## config.mk

```make
export PLATFORM = sky130hd
export DESIGN_NAME = yuyv_to_bgr_converter_unit
export DESIGN_NICKNAME = d
export VERILOG_FILES = /design/src/rtl/core/ybc_pkg.sv /design/src/rtl/core/ybc_chroma.sv /design/src/rtl/core/ybc_lane.sv /design/src/rtl/core/yuyv_to_bgr_converter_unit.sv
export SDC_FILE = /design/constraint.sdc
export NUM_CORES = 1
export LEC_CHECK = 0
export ABC_AREA = 1
export BUFFER_PORTS_ARGS = -buffer_cell sky130_fd_sc_hd__buf_2
export CAP_MARGIN = 10
export CORE_UTILIZATION = 66
export DETAILED_ROUTE_END_ITERATION = 8
export MAX_ROUTING_LAYER = met4
export PLACE_DENSITY = 0.9
export SYNTH_ARGS = -nofsm -noshare
export SYNTH_HDL_FRONTEND = slang
export SYNTH_HIERARCHICAL = 1
export SYNTH_SLANG_ARGS = --single-unit
```

## constraint.sdc

```tcl
create_clock -name clk -period 7.21 [get_ports clk]
set_clock_uncertainty 0.05 [all_clocks]
set_input_delay 0.3605 -clock clk [delete_from_list [all_inputs] [get_ports clk]]
set_output_delay 0.3605 -clock clk [all_outputs]
set_load 0.05 [all_outputs]
```

## src/rtl/core/ybc_pkg.sv

```systemverilog
// Shared types and constants for the YUYV to BGR converter.
package ybc_pkg;

    localparam int YBC_COEF_FRAC_BITS = 12;
    localparam int YBC_GAIN_W         = 14;
    localparam int YBC_BYTE_W         = 8;
    localparam int YBC_CFG_IDX_W      = 3;
    localparam int YBC_CFG_DATA_W     = 14;
    // chroma difference is one bit wider than a byte, signed
    localparam int YBC_DIFF_W         = YBC_BYTE_W + 1;
    // unsigned gain (zero-extended) times signed difference
    localparam int YBC_PROD_W         = YBC_GAIN_W + 1 + YBC_DIFF_W;

    localparam logic [YBC_CFG_IDX_W-1:0] CFG_V_TO_RED    = 3'd0;
    localparam logic [YBC_CFG_IDX_W-1:0] CFG_U_TO_GREEN  = 3'd1;
    localparam logic [YBC_CFG_IDX_W-1:0] CFG_V_TO_GREEN  = 3'd2;
    localparam logic [YBC_CFG_IDX_W-1:0] CFG_U_TO_BLUE   = 3'd3;
    localparam logic [YBC_CFG_IDX_W-1:0] CFG_CHROMA_OFFS = 3'd4;

    // reset gains: BT.709-like coefficients at 12 fraction bits
    localparam logic [YBC_GAIN_W-1:0] RST_V_TO_RED    = 14'd6431;
    localparam logic [YBC_GAIN_W-1:0] RST_U_TO_GREEN  = 14'd766;
    localparam logic [YBC_GAIN_W-1:0] RST_V_TO_GREEN  = 14'd1910;
    localparam logic [YBC_GAIN_W-1:0] RST_U_TO_BLUE   = 14'd7601;
    localparam logic [YBC_BYTE_W-1:0] RST_CHROMA_OFFS = 8'd127;

    typedef struct packed {
        logic [YBC_GAIN_W-1:0] v_to_red;
        logic [YBC_GAIN_W-1:0] u_to_green;
        logic [YBC_GAIN_W-1:0] v_to_green;
        logic [YBC_GAIN_W-1:0] u_to_blue;
        logic [YBC_BYTE_W-1:0] chroma_offset;
    } ybc_cfg_t;

    typedef struct packed {
        logic signed [YBC_PROD_W-1:0] v_red;
        logic signed [YBC_PROD_W-1:0] u_green;
        logic signed [YBC_PROD_W-1:0] v_green;
        logic signed [YBC_PROD_W-1:0] u_blue;
    } ybc_prod_t;

    typedef struct packed {
        logic [YBC_BYTE_W-1:0] blue;
        logic [YBC_BYTE_W-1:0] green;
        logic [YBC_BYTE_W-1:0] red;
    } ybc_pixel_t;

endpackage

```

## src/rtl/core/ybc_chroma.sv

```systemverilog
// Shared chroma stage: offset removal and the four registered gain products.
module ybc_chroma
    import ybc_pkg::*;
(
    input  logic                  clk,
    input  logic                  load,
    input  ybc_cfg_t              cfg,
    input  logic [YBC_BYTE_W-1:0] chroma_blue,
    input  logic [YBC_BYTE_W-1:0] chroma_red,
    output ybc_prod_t             prod
);

    logic signed [YBC_DIFF_W-1:0] u_diff;
    logic signed [YBC_DIFF_W-1:0] v_diff;
    ybc_prod_t                    prod_reg;
    ybc_prod_t                    prod_next;

    assign u_diff = $signed({1'b0, chroma_blue}) - $signed({1'b0, cfg.chroma_offset});
    assign v_diff = $signed({1'b0, chroma_red}) - $signed({1'b0, cfg.chroma_offset});

    always_comb
    begin
        prod_next.v_red   = $signed({1'b0, cfg.v_to_red})   * v_diff;
        prod_next.u_green = $signed({1'b0, cfg.u_to_green}) * u_diff;
        prod_next.v_green = $signed({1'b0, cfg.v_to_green}) * v_diff;
        prod_next.u_blue  = $signed({1'b0, cfg.u_to_blue})  * u_diff;
    end

    always_ff @(posedge clk)
    begin
        if (load)
        begin
            prod_reg <= prod_next;
        end
    end

    assign prod = prod_reg;

endmodule

```

## src/rtl/core/ybc_lane.sv

```systemverilog
// One pixel lane: adds or subtracts the chroma terms on luma, floors and clamps to 0..255.
module ybc_lane
    import ybc_pkg::*;
#(
    parameter int COEF_FRAC_BITS = YBC_COEF_FRAC_BITS
)
(
    input  logic [YBC_BYTE_W-1:0] luma,
    input  ybc_prod_t             prod,
    output ybc_pixel_t            pixel
);

    localparam int BASE_W = YBC_BYTE_W + 1 + COEF_FRAC_BITS;
    localparam int ACC_W  = ((BASE_W > YBC_PROD_W) ? BASE_W : YBC_PROD_W) + 2;

    logic signed [ACC_W-1:0] base;
    logic signed [ACC_W-1:0] acc_blue;
    logic signed [ACC_W-1:0] acc_green;
    logic signed [ACC_W-1:0] acc_red;

    function automatic logic [YBC_BYTE_W-1:0] clamp(input logic signed [ACC_W-1:0] acc);
        logic [YBC_BYTE_W-1:0] res;
        if (acc[ACC_W-1])
        begin
            res = '0;
        end
        else if (|acc[ACC_W-2:COEF_FRAC_BITS+YBC_BYTE_W])
        begin
            res = '1;
        end
        else
        begin
            res = acc[COEF_FRAC_BITS+YBC_BYTE_W-1:COEF_FRAC_BITS];
        end
        return res;
    endfunction

    assign base      = ACC_W'($signed({1'b0, luma, {COEF_FRAC_BITS{1'b0}}}));
    assign acc_blue  = base + ACC_W'($signed(prod.u_blue));
    assign acc_green = base - ACC_W'($signed(prod.u_green)) - ACC_W'($signed(prod.v_green));
    assign acc_red   = base + ACC_W'($signed(prod.v_red));

    always_comb
    begin
        pixel.blue  = clamp(acc_blue);
        pixel.green = clamp(acc_green);
        pixel.red   = clamp(acc_red);
    end

endmodule

```

## src/rtl/core/yuyv_to_bgr_converter_unit.sv

```systemverilog
// YUYV to BGR converter: top level, config registers, pipeline control and merge stage.
// Converts one packed 4:2:2 word to two BGR pixels per clock, accepting one word
// every cycle while out_ready is high. An accepted word goes first into the stage
// for the shared chroma products, then both pixel lanes in parallel feed the output
// register. A stalled output holds up to two words in flight. The user must write
// gains and offset only while idle; the block itself does not enforce this.
module yuyv_to_bgr_converter_unit
    import ybc_pkg::*;
#(
    parameter int COEF_FRAC_BITS = YBC_COEF_FRAC_BITS
)
(
    input  logic                      clk,
    input  logic                      rst_n,
    input  logic                      cfg_wr_en,
    input  logic [YBC_CFG_IDX_W-1:0]  cfg_index,
    input  logic [YBC_CFG_DATA_W-1:0] cfg_data,
    input  logic                      in_valid,
    output logic                      in_ready,
    input  logic [YBC_BYTE_W-1:0]     luma_first,
    input  logic [YBC_BYTE_W-1:0]     chroma_blue,
    input  logic [YBC_BYTE_W-1:0]     luma_second,
    input  logic [YBC_BYTE_W-1:0]     chroma_red,
    input  logic                      last_in,
    output logic                      out_valid,
    input  logic                      out_ready,
    output logic [YBC_BYTE_W-1:0]     blue_first,
    output logic [YBC_BYTE_W-1:0]     green_first,
    output logic [YBC_BYTE_W-1:0]     red_first,
    output logic [YBC_BYTE_W-1:0]     blue_second,
    output logic [YBC_BYTE_W-1:0]     green_second,
    output logic [YBC_BYTE_W-1:0]     red_second,
    output logic                      last_out
);

    ybc_cfg_t              cfg_reg;
    ybc_cfg_t              cfg_next;

    logic                  s1_valid_reg;
    logic                  s1_valid_next;
    logic [YBC_BYTE_W-1:0] s1_luma_first_reg;
    logic [YBC_BYTE_W-1:0] s1_luma_second_reg;
    logic                  s1_last_reg;
    logic                  s1_load;
    logic                  s1_advance;

    logic                  out_valid_reg;
    logic                  out_valid_next;
    logic                  out_load;
    ybc_pixel_t            out_first_reg;
    ybc_pixel_t            out_second_reg;
    logic                  out_last_reg;

    ybc_prod_t             prod;
    ybc_pixel_t            lane_first;
    ybc_pixel_t            lane_second;

    // configuration registers
    always_comb
    begin
        cfg_next = cfg_reg;
        if (cfg_wr_en)
        begin
            unique case (cfg_index)
                CFG_V_TO_RED:    cfg_next.v_to_red      = cfg_data[YBC_GAIN_W-1:0];
                CFG_U_TO_GREEN:  cfg_next.u_to_green    = cfg_data[YBC_GAIN_W-1:0];
                CFG_V_TO_GREEN:  cfg_next.v_to_green    = cfg_data[YBC_GAIN_W-1:0];
                CFG_U_TO_BLUE:   cfg_next.u_to_blue     = cfg_data[YBC_GAIN_W-1:0];
                CFG_CHROMA_OFFS: cfg_next.chroma_offset = cfg_data[YBC_BYTE_W-1:0];
                default:         cfg_next = cfg_reg;
            endcase
        end
    end

    always_ff @(posedge clk or negedge rst_n)
    begin
        if (!rst_n)
        begin
            cfg_reg.v_to_red      <= RST_V_TO_RED;
            cfg_reg.u_to_green    <= RST_U_TO_GREEN;
            cfg_reg.v_to_green    <= RST_V_TO_GREEN;
            cfg_reg.u_to_blue     <= RST_U_TO_BLUE;
            cfg_reg.chroma_offset <= RST_CHROMA_OFFS;
        end
        else
        begin
            cfg_reg <= cfg_next;
        end
    end

    // pipeline control: each stage moves on when the next one is free
    assign out_load      = s1_valid_reg && (!out_valid_reg || out_ready);
    assign s1_advance    = !s1_valid_reg || out_load;
    assign in_ready      = s1_advance;
    assign s1_load       = in_valid && s1_advance;
    assign s1_valid_next = s1_advance ? in_valid : s1_valid_reg;
    assign out_valid_next = out_load ? 1'b1 : (out_valid_reg && !out_ready);

    always_ff @(posedge clk or negedge rst_n)
    begin
        if (!rst_n)
        begin
            s1_valid_reg  <= 1'b0;
            out_valid_reg <= 1'b0;
        end
        else
        begin
            s1_valid_reg  <= s1_valid_next;
            out_valid_reg <= out_valid_next;
        end
    end

    always_ff @(posedge clk)
    begin
        if (s1_load)
        begin
            s1_luma_first_reg  <= luma_first;
            s1_luma_second_reg <= luma_second;
            s1_last_reg        <= last_in;
        end
    end

    ybc_chroma u_chroma (
        .clk         (clk),
        .load        (s1_load),
        .cfg         (cfg_reg),
        .chroma_blue (chroma_blue),
        .chroma_red  (chroma_red),
        .prod        (prod)
    );

    ybc_lane #(
        .COEF_FRAC_BITS (COEF_FRAC_BITS)
    ) u_lane_first (
        .luma  (s1_luma_first_reg),
        .prod  (prod),
        .pixel (lane_first)
    );

    ybc_lane #(
        .COEF_FRAC_BITS (COEF_FRAC_BITS)
    ) u_lane_second (
        .luma  (s1_luma_second_reg),
        .prod  (prod),
        .pixel (lane_second)
    );

    // merge stage: both lanes and the last flag into one result register
    always_ff @(posedge clk)
    begin
        if (out_load)
        begin
            out_first_reg  <= lane_first;
            out_second_reg <= lane_second;
            out_last_reg   <= s1_last_reg;
        end
    end

    assign out_valid    = out_valid_reg;
    assign blue_first   = out_first_reg.blue;
    assign green_first  = out_first_reg.green;
    assign red_first    = out_first_reg.red;
    assign blue_second  = out_second_reg.blue;
    assign green_second = out_second_reg.green;
    assign red_second   = out_second_reg.red;
    assign last_out     = out_last_reg;

    // back-pressure only when both stages are full and the output is stalled
    assert property (@(posedge clk) disable iff (!rst_n)
        !in_ready |-> (s1_valid_reg && out_valid_reg && !out_ready))
        else $error("input stalled with room in the pipeline");

    // an accepted word always occupies the first stage next cycle
    assert property (@(posedge clk) disable iff (!rst_n)
        (in_valid && in_ready) |=> s1_valid_reg)
        else $error("accepted word lost before the chroma stage");

    // a word in the first stage with a free output reaches the output
    assert property (@(posedge clk) disable iff (!rst_n)
        (s1_valid_reg && out_ready) |=> out_valid_reg)
        else $error("word lost between chroma stage and output register");

    // a stalled result stays presented
    assert property (@(posedge clk) disable iff (!rst_n)
        (out_valid_reg && !out_ready) |=> (out_valid_reg && $stable(out_last_reg)))
        else $error("pending result dropped or changed");

endmodule
```

==> Word-level counts from Yosys, hierarchy flattened <==
Cells that the tools add are included.
{ "word_totals": {"reg_bits": 228, "inputBits": 55, "word_cells": 66} }
{ "op_classes": {"n_addsub": 10, "n_mul": 4, "n_eq_ne": 4, "mux": 7, "n_reduce_logical": 20} }
{ "ops": {"columns": ["operator", "count"], "rows": [
  ["$add A21 B24 Y25", 4],
  ["$mul A15 B9 Y24", 4],
  ["$sub A25 B24 Y26", 2],
  ["$sub A21 B24 Y25", 2],
  ["$mux W8", 6],
  ["$reduce_or A5 Y1", 6],
  ["$sub A8 B8 Y9", 2],
  ["$reduce_and A2 Y1", 5],
  ["$eq A3 B2 Y1 const B", 2],
  ["$eq A3 B1 Y1 const B", 1],
  ["$eq A3 B3 Y1 const B", 1],
  ["$logic_and A1 B1 Y1", 3],
  ["$logic_not A1 Y1", 3],
  ["$logic_not A3 Y1", 1],
  ["$logic_or A1 B1 Y1", 2],
  ["$mux W1", 1]
]} }

==> Longest topological paths before layout <==
Gate-level depths: netlist (run 1).
{ "logic_depth": {"depth_word": 5, "ltp_mapped": 32} }

==> Modules after synthesis <==
Netlist (run 1), hierarchy kept.
{ "by_module_without_submodules": {"columns": ["module", "instances", "cells_per_inst", "area_per_inst_um2", "seq_area_each_um2"], "rows": [
  ["ybc_chroma", 1, 2445, 20422.1, 2882.8],
  ["ybc_lane", 2, 579, 3203.1, 0.0],
  ["yuyv_to_bgr_converter_unit", 1, 365, 4755.8, 3682.3]
]} }

==> Worst setup path after synthesis (run 1) <==
No wires, ideal clock.
{ "synth_path": {"path_kind": "flip-flop to flip-flop", "from": "register cfg_reg[2] in the netlist's numbering", "to": "register u_chroma.prod_reg (netlist bit u_chroma/prod[94]), data pin", "t_arrival_ps": 5417, "path_slack_ps": 1491, "stages_incl_launch_ff": 30, "path_buffers": 1, "period_less_slack_ps": 5719, "cell_sequence": "dfstp_2 inv_1 ha_1 a21oi_1 nand2_1 nand3_1 nand3_1 nand2_1 buf_2 nor2_1 fa_1 inv_1 fa_1 inv_1 fa_1 fa_1 inv_1 fa_1 inv_1 ha_1 nand2_1 inv_1 nand2_1 nand2_1 nand2_1 nand3_1 nand2_1 nand2_1 nand2_1 nand2_1"} }
{ "synth_lines": {"columns": ["element", "line", "source"], "rows": [
  ["start: declaration", "yuyv_to_bgr_converter_unit.sv:36", "ybc_cfg_t cfg_reg;"],
  ["start signal: assignment", "yuyv_to_bgr_converter_unit.sv:87", "cfg_reg <= cfg_next;"],
  ["end signal: assignment", "ybc_chroma.sv:33", "prod_reg <= prod_next;"],
  ["end: declaration", "ybc_chroma.sv:15", "ybc_prod_t prod_reg;"]
]} }

==> results.yml, run 1 <==
outcome:
  outcome: "complete, no violations"
die:
  die_h_um: 218
  die_x_um: 218
  initial_core_util_pct: 67.3
  floorplan.rows: 78
  core_area_um2: 45700
  ios: 106
  dieArea_um2: 47400
finish:
  design_area_um2: 32900
  largest_reg_flops: 72
  n_antenna_cell: 0
  final_core_util_pct: 71.9
  fillers: 3537
  areaGrowthSynthToFinish_pct: 6.88
  drive_gt1_share_pct: 7.11
  multi_input_area_um2: 21500
  regArea_um2: 5840
  final_nets: 4847
place:
  dp_hpwl_um: 65500
  finalWeightedCongestion: 1.02
  place_area_um2: 31800
  port_buffers: 105
route:
  remaining_drc_errors: 0
  ant_nets: 0
  drt_iter0_markers: 2752
  wire_per_inst_um: 17.2
  detail_route.vias_per_cell: 5.63
  vias: 26300
  dr.pass1.iters: 9
  wirelength_um: 80400
sta:
  worstMarginPinSlew_ns: 0.943
  rsz0062_at_grt: "false"
  min_period_ns: 6.41
  slew_headroom_pct: 37.1
  setup_tns_ns: 0
  drv_slew: 0
  fmax_mhz: 156
  final_hold_viol_count: 0
  finalCritPeriodShare_pct: 88.9
  setup_viol: 0
  hold_ws_ns: 0.00960
clock_network:
  cts_buffer_depth: 3
  numClockSinks: 204
  clockRootBuffer: "clkbuf_16"
  post-cts-setup-buffers: 0
  h-tree-depth: 1
  holdBufCountCts: 22
  clkTransAtPathRegs_ns: 0.07
  cts_inserted_buffers: 25
  cts_resized: 0
  tritoncts: "built"
  clk_latency_ns: 0.57
flow_run:
  drv_cap: 0
synth:
  synth.net_count: 4729
  avgSynthCellArea_um2: 7.83
  yosys_warnings: 6
  syn_inst: 3926
  syn-cell-area_um2: 30700
setup_path:
  r2r_cells: 29
  cpMaxStageDelayCell: "dfstp_2"
  worst_path_most_repeated_cell: "nand2_1"
  worst-path-max-fanout: 20
  start_kind: "register"
  critPathKind: "reg2reg"
  cp_slowest_stage_delay_ns: 0.53
  cp.required_ns: 7.49
  crit_arrival_ns: 6.69
  endpoint_kind: "register"
global_routing:
  grt_antenna_before_repair: 0
  grt_usage_pct: 35.8
  grt_pass1_wl_um: 129000
  overflow: 0
  grt_pass1_vias: 25700
  grt_max_degree: 67
worst_hold_path:
  holdPathStages: 3
  worstHoldPathType: "in2reg"
==> area by class of cell <==
cell class,count,area share (%)
clock buffers,31,2.11
repair buffers,141,2.59
well taps,600,2.28
multi-input cells,2853,65.4
flip-flops and latches,204,17.8
inverters,819,9.36
clock inverters,14,0.476
==> routing by layer <==
metal / share of wire (%) / track usage, %
met5: 0 / -
met2: 45 / 56.4
met4: 3.9 / 11.7
met3: 11 / 7.46
met1: 40 / 46.2
==> layout by cell type, fill, tap and decap left out, drive strengths merged, types with 6 or more instances in the layout <==
master / instances
xor2: 59
nand2: 1029
a21oi: 144
or2: 7
nand4: 22
dfstp: 39
dfrtp: 27
buf: 119
nor2: 481
nand3b: 6
nor3: 16
o21ai: 44
xnor2: 25
a31oi: 6
nand3: 232
dlygate4sd3: 22
clkbuf: 31
and2: 12
edfxtp: 138
clkinv: 9
ha: 386
fa: 362
o21bai: 14
inv: 821
==> worst paths after layout <==
check | startpoint | end | slack [ns]
max in group asynchronous | rst_n | cfg_reg[22] | 6.06
worst max-delay path | cfg_reg[2] | u_chroma/prod[42] | 0.80
worst min-delay path | cfg_data[7] | cfg_reg[15] | 0.01
worst min register to register | s1_last_reg | last_out | 0.40
worst max register to register | cfg_reg[2] | u_chroma/prod[42] | 0.80
min in group asynchronous | rst_n | cfg_reg[48] | 0.47
==> stage by stage <==
step | setup slack, ns | instances
after floorplan | 1.54 | 3926
after CTS | 0.951 | 4662
final | 0.803 | 4662
after global routing | 0.518 | 4662
after detailed placement | 0.939 | 4595
after global placement | 1.10 | 4595
==> critical path: cells and delay by family, from the launching register on <==
family          cells  cell delay [ns]
fa+ha+maj           7             3.12
buf+inv             7             0.63
flops               1             0.53
simple gates       14             1.64
compound gates      1             0.20
Power of run 1 is left out: the tool's default activity adds up to more than one toggle a clock period on the data nets, which glitch-free logic cannot reach.
==> run 2, diff against run 1 <==
- CORE_UTILIZATION: 66 -> 65
- MAX_ROUTING_LAYER: met4 -> default
- PLACE_DENSITY: 0.9 -> 0.89
- SYNTH_HIERARCHICAL: 1 -> default
==> run 2 against run 1 <==
  * First-iteration DRC count is 28% lower
  * Count of clock-buffer cells in the layout down 4
  * Flip-flop and latch count stayed put
  * Non-clock buffer count up 3
  * Wire length is 8.4% lower
  * Register-to-register slack worse by 0.23 ns
  * Synthesized cell count decreased by 13%
  * Die area decreased by 5.5%
  * Global-route usage is 1.6 points lower
  * Critical endpoint is now u_chroma.prod[43]
==> results.yml, run 2 <==
synth:
  post-synth-top-count-cell: "nand2_1"
  synth_top_area_share_pct: 25.2
  synth_area_leaders: "fa_1 25%, ha_1 15%, edfxtp_1 14%"
  seq_area_frac_synth_pct: 20.4
  syn-cell-area_um2: 28600
  synth_seq_cells: 204
  synth_edf_count: 138
  synth_commonest_cells: "702 x nand2_1, 659 x inv_1, 432 x nor2_1"
  yosys_warnings: 0
  syn_inst: 3420
  async_reset_ff_share_pct: 32.4
  synth_area_leader_cell: "fa_1"
  synth_flop_cell: "edfxtp_1"
  synth.net_count: 4182
  avgSynthCellArea_um2: 8.36
  synth.distinct_cells: 51
clock_network:
  cts_buffer_depth: 3
  numClockSinks: 204
  h-tree-depth: 1
  clkTransAtPathRegs_ns: 0.06
  clk_latency_ns: 0.57
  clockRootBuffer: "clkbuf_16"
  tritoncts: "built"
  cts_inserted_buffers: 24
  cts_resized: 0
global_routing:
  grt_pass1_vias: 23500
  grt_usage_pct: 34.2
  grt_max_degree: 71
  grt_antenna_before_repair: 0
  grt_pass1_wl_um: 119000
  overflow: 0
route:
  remaining_drc_errors: 0
  wirelength_um: 73600
  vias: 23200
  drt_iter0_markers: 1980
  wire_per_inst_um: 17.8
  ant_nets: 0
  dr.pass1.iters: 8
  detail_route.vias_per_cell: 5.61
setup_path:
  start_kind: "register"
  cp.required_ns: 7.47
  endpoint_kind: "register"
  r2r_cells: 28
  crit_arrival_ns: 6.89
  r2r_slack_ns: 0.57
  worst-path-max-fanout: 8
  critPathKind: "reg2reg"
  worst_path_most_repeated_cell: "fa_1"
  cpMaxStageDelayCell: "dfstp_2"
  timing.rr.start: "cfg_reg[2]"
  cp_slowest_stage_delay_ns: 0.53
  r2r-end: "u_chroma.prod[43]"
outcome:
  outcome: "complete, no violations"
worst_hold_path:
  holdPathStages: 4
  hp-start: "out_ready"
  holdPathEnd: "out_valid"
  worstHoldPathType: "in2reg"
die:
  die_h_um: 212
  ios: 106
  die_x_um: 212
  floorplan.rows: 76
  initial_core_util_pct: 66.1
  core_area_um2: 43300
  dieArea_um2: 44800
place:
  port_buffers: 105
  finalWeightedCongestion: 0.999
  dp_hpwl_um: 61000
  dp_slack_ns: 0.593
sta:
  slew_headroom_pct: 36.8
  worstMarginPinSlew_ns: 0.945
  fmax_mhz: 151
  drv_slew: 0
  setup_viol: 0
  setup_tns_ns: 0
  timing.final.ws_setup_ns: 0.574
  hold_ws_ns: 0.0781
  finalCritPeriodShare_pct: 92.0
  final_hold_viol_count: 0
  rsz0062_at_grt: "false"
  min_period_ns: 6.64
finish:
  n_antenna_cell: 0
  areaGrowthSynthToFinish_pct: 7.41
  mostFrequentLayoutCells: "702 x nand2_1, 658 x inv_1, 432 x nor2_1"
  drive_gt1_share_pct: 8.20
  final_nets: 4292
  largest_reg_flops: 72
  final_common_cell: "nand2_1"
flow_run:
  drv_cap: 0
==> run 2: changes by cell type in the layout (fill, tap and decap cells not counted), sizes merged, moves of 10 or more <==
cell   before  now
a21o        0   16
a21oi     144  128
and2       12    1
ha        386  347
inv       821  669
nand2    1029  708
nand3     232   93
nand4      22   44
nor2      481  471
o21ai      44  121
xnor2      25   46
==> run 2: metrics by stage <==
stage / cell area [um^2] / util (%) / instances
2_1_floorplan: 28600 / - / 3420
3_3_place_gp: 29700 / 68.7 / 4070
3_5_place_dp: 29700 / 68.7 / 4070
4_1_cts: 30700 / 71.0 / 4133
5_1_grt: 30700 / 71.0 / 4133
6_report: 30700 / 71.0 / 4133
==> run 2: layer usage <==
layer | up-vias | global-route usage, % | part of all wire, %
li1 | 10900 | - | -
met3 | 205 | 6.33 | 9.4
met5 | - | 0 | 0
met2 | 1183 | 55.7 | 46
met1 | 10900 | 45.6 | 41
met4 | 0 | 12.7 | 4.2
==> run 2: worst max-delay path, delay by kind of cell (launching register included) <==
kind / cells / cell delay, ns
xor+xnor: 1 / 0.16
buf+inv: 5 / 0.29
fa+ha+maj: 7 / 3.05
simple gates: 6 / 0.58
compound gates: 9 / 1.72
flops: 1 / 0.53
==> run 2: kinds of logic after synthesis <==
family	count (synthesis)	synth area share [%]
compound gates	309	6.11
flops	204	20.4
xor+xnor	108	3.36
fa+ha+maj	707	40.4
buf+inv	727	9.84
simple gates	1365	19.8
==> run 2: worst max-delay path by stage <==
| stage | depth (start not counted) | from | slack, ns | to |
|---|---|---|---|---|
| global route | 28 | cfg_reg[2] | 0.24 | u_chroma.prod[43] |
| floorplan | 26 | chroma_red[0] | 1.01 | u_chroma.prod[43] |
| detailed placement | 29 | chroma_red[0] | 0.59 | u_chroma.prod[43] |
| finish | 28 | cfg_reg[2] | 0.57 | u_chroma.prod[43] |
| CTS | 28 | cfg_reg[2] | 0.68 | u_chroma.prod[43] |
| global placement | 32 | chroma_red[0] | 0.82 | u_chroma.prod[93] |
==> run 2: area by class of cell <==
type	instances	area, um^2
repair buffers	144	866
clock buffers	27	633
flip-flops and latches	204	5840
well taps	585	732
multi-input cells	2489	19900
clock inverters	17	174
fillers	3234	12600
inverters	667	2510
==> run 2: timing repair <==
| item | CTS | global route |
|---|---|---|
| hold buffers | 19 | 0 |
| buffers inserted | 0 | 0 |
| endpoints found under the hold margin | 45 | 0 |
| setup endpoints to repair | 0 | 0 |
Power of run 2 is left out for the same reason.
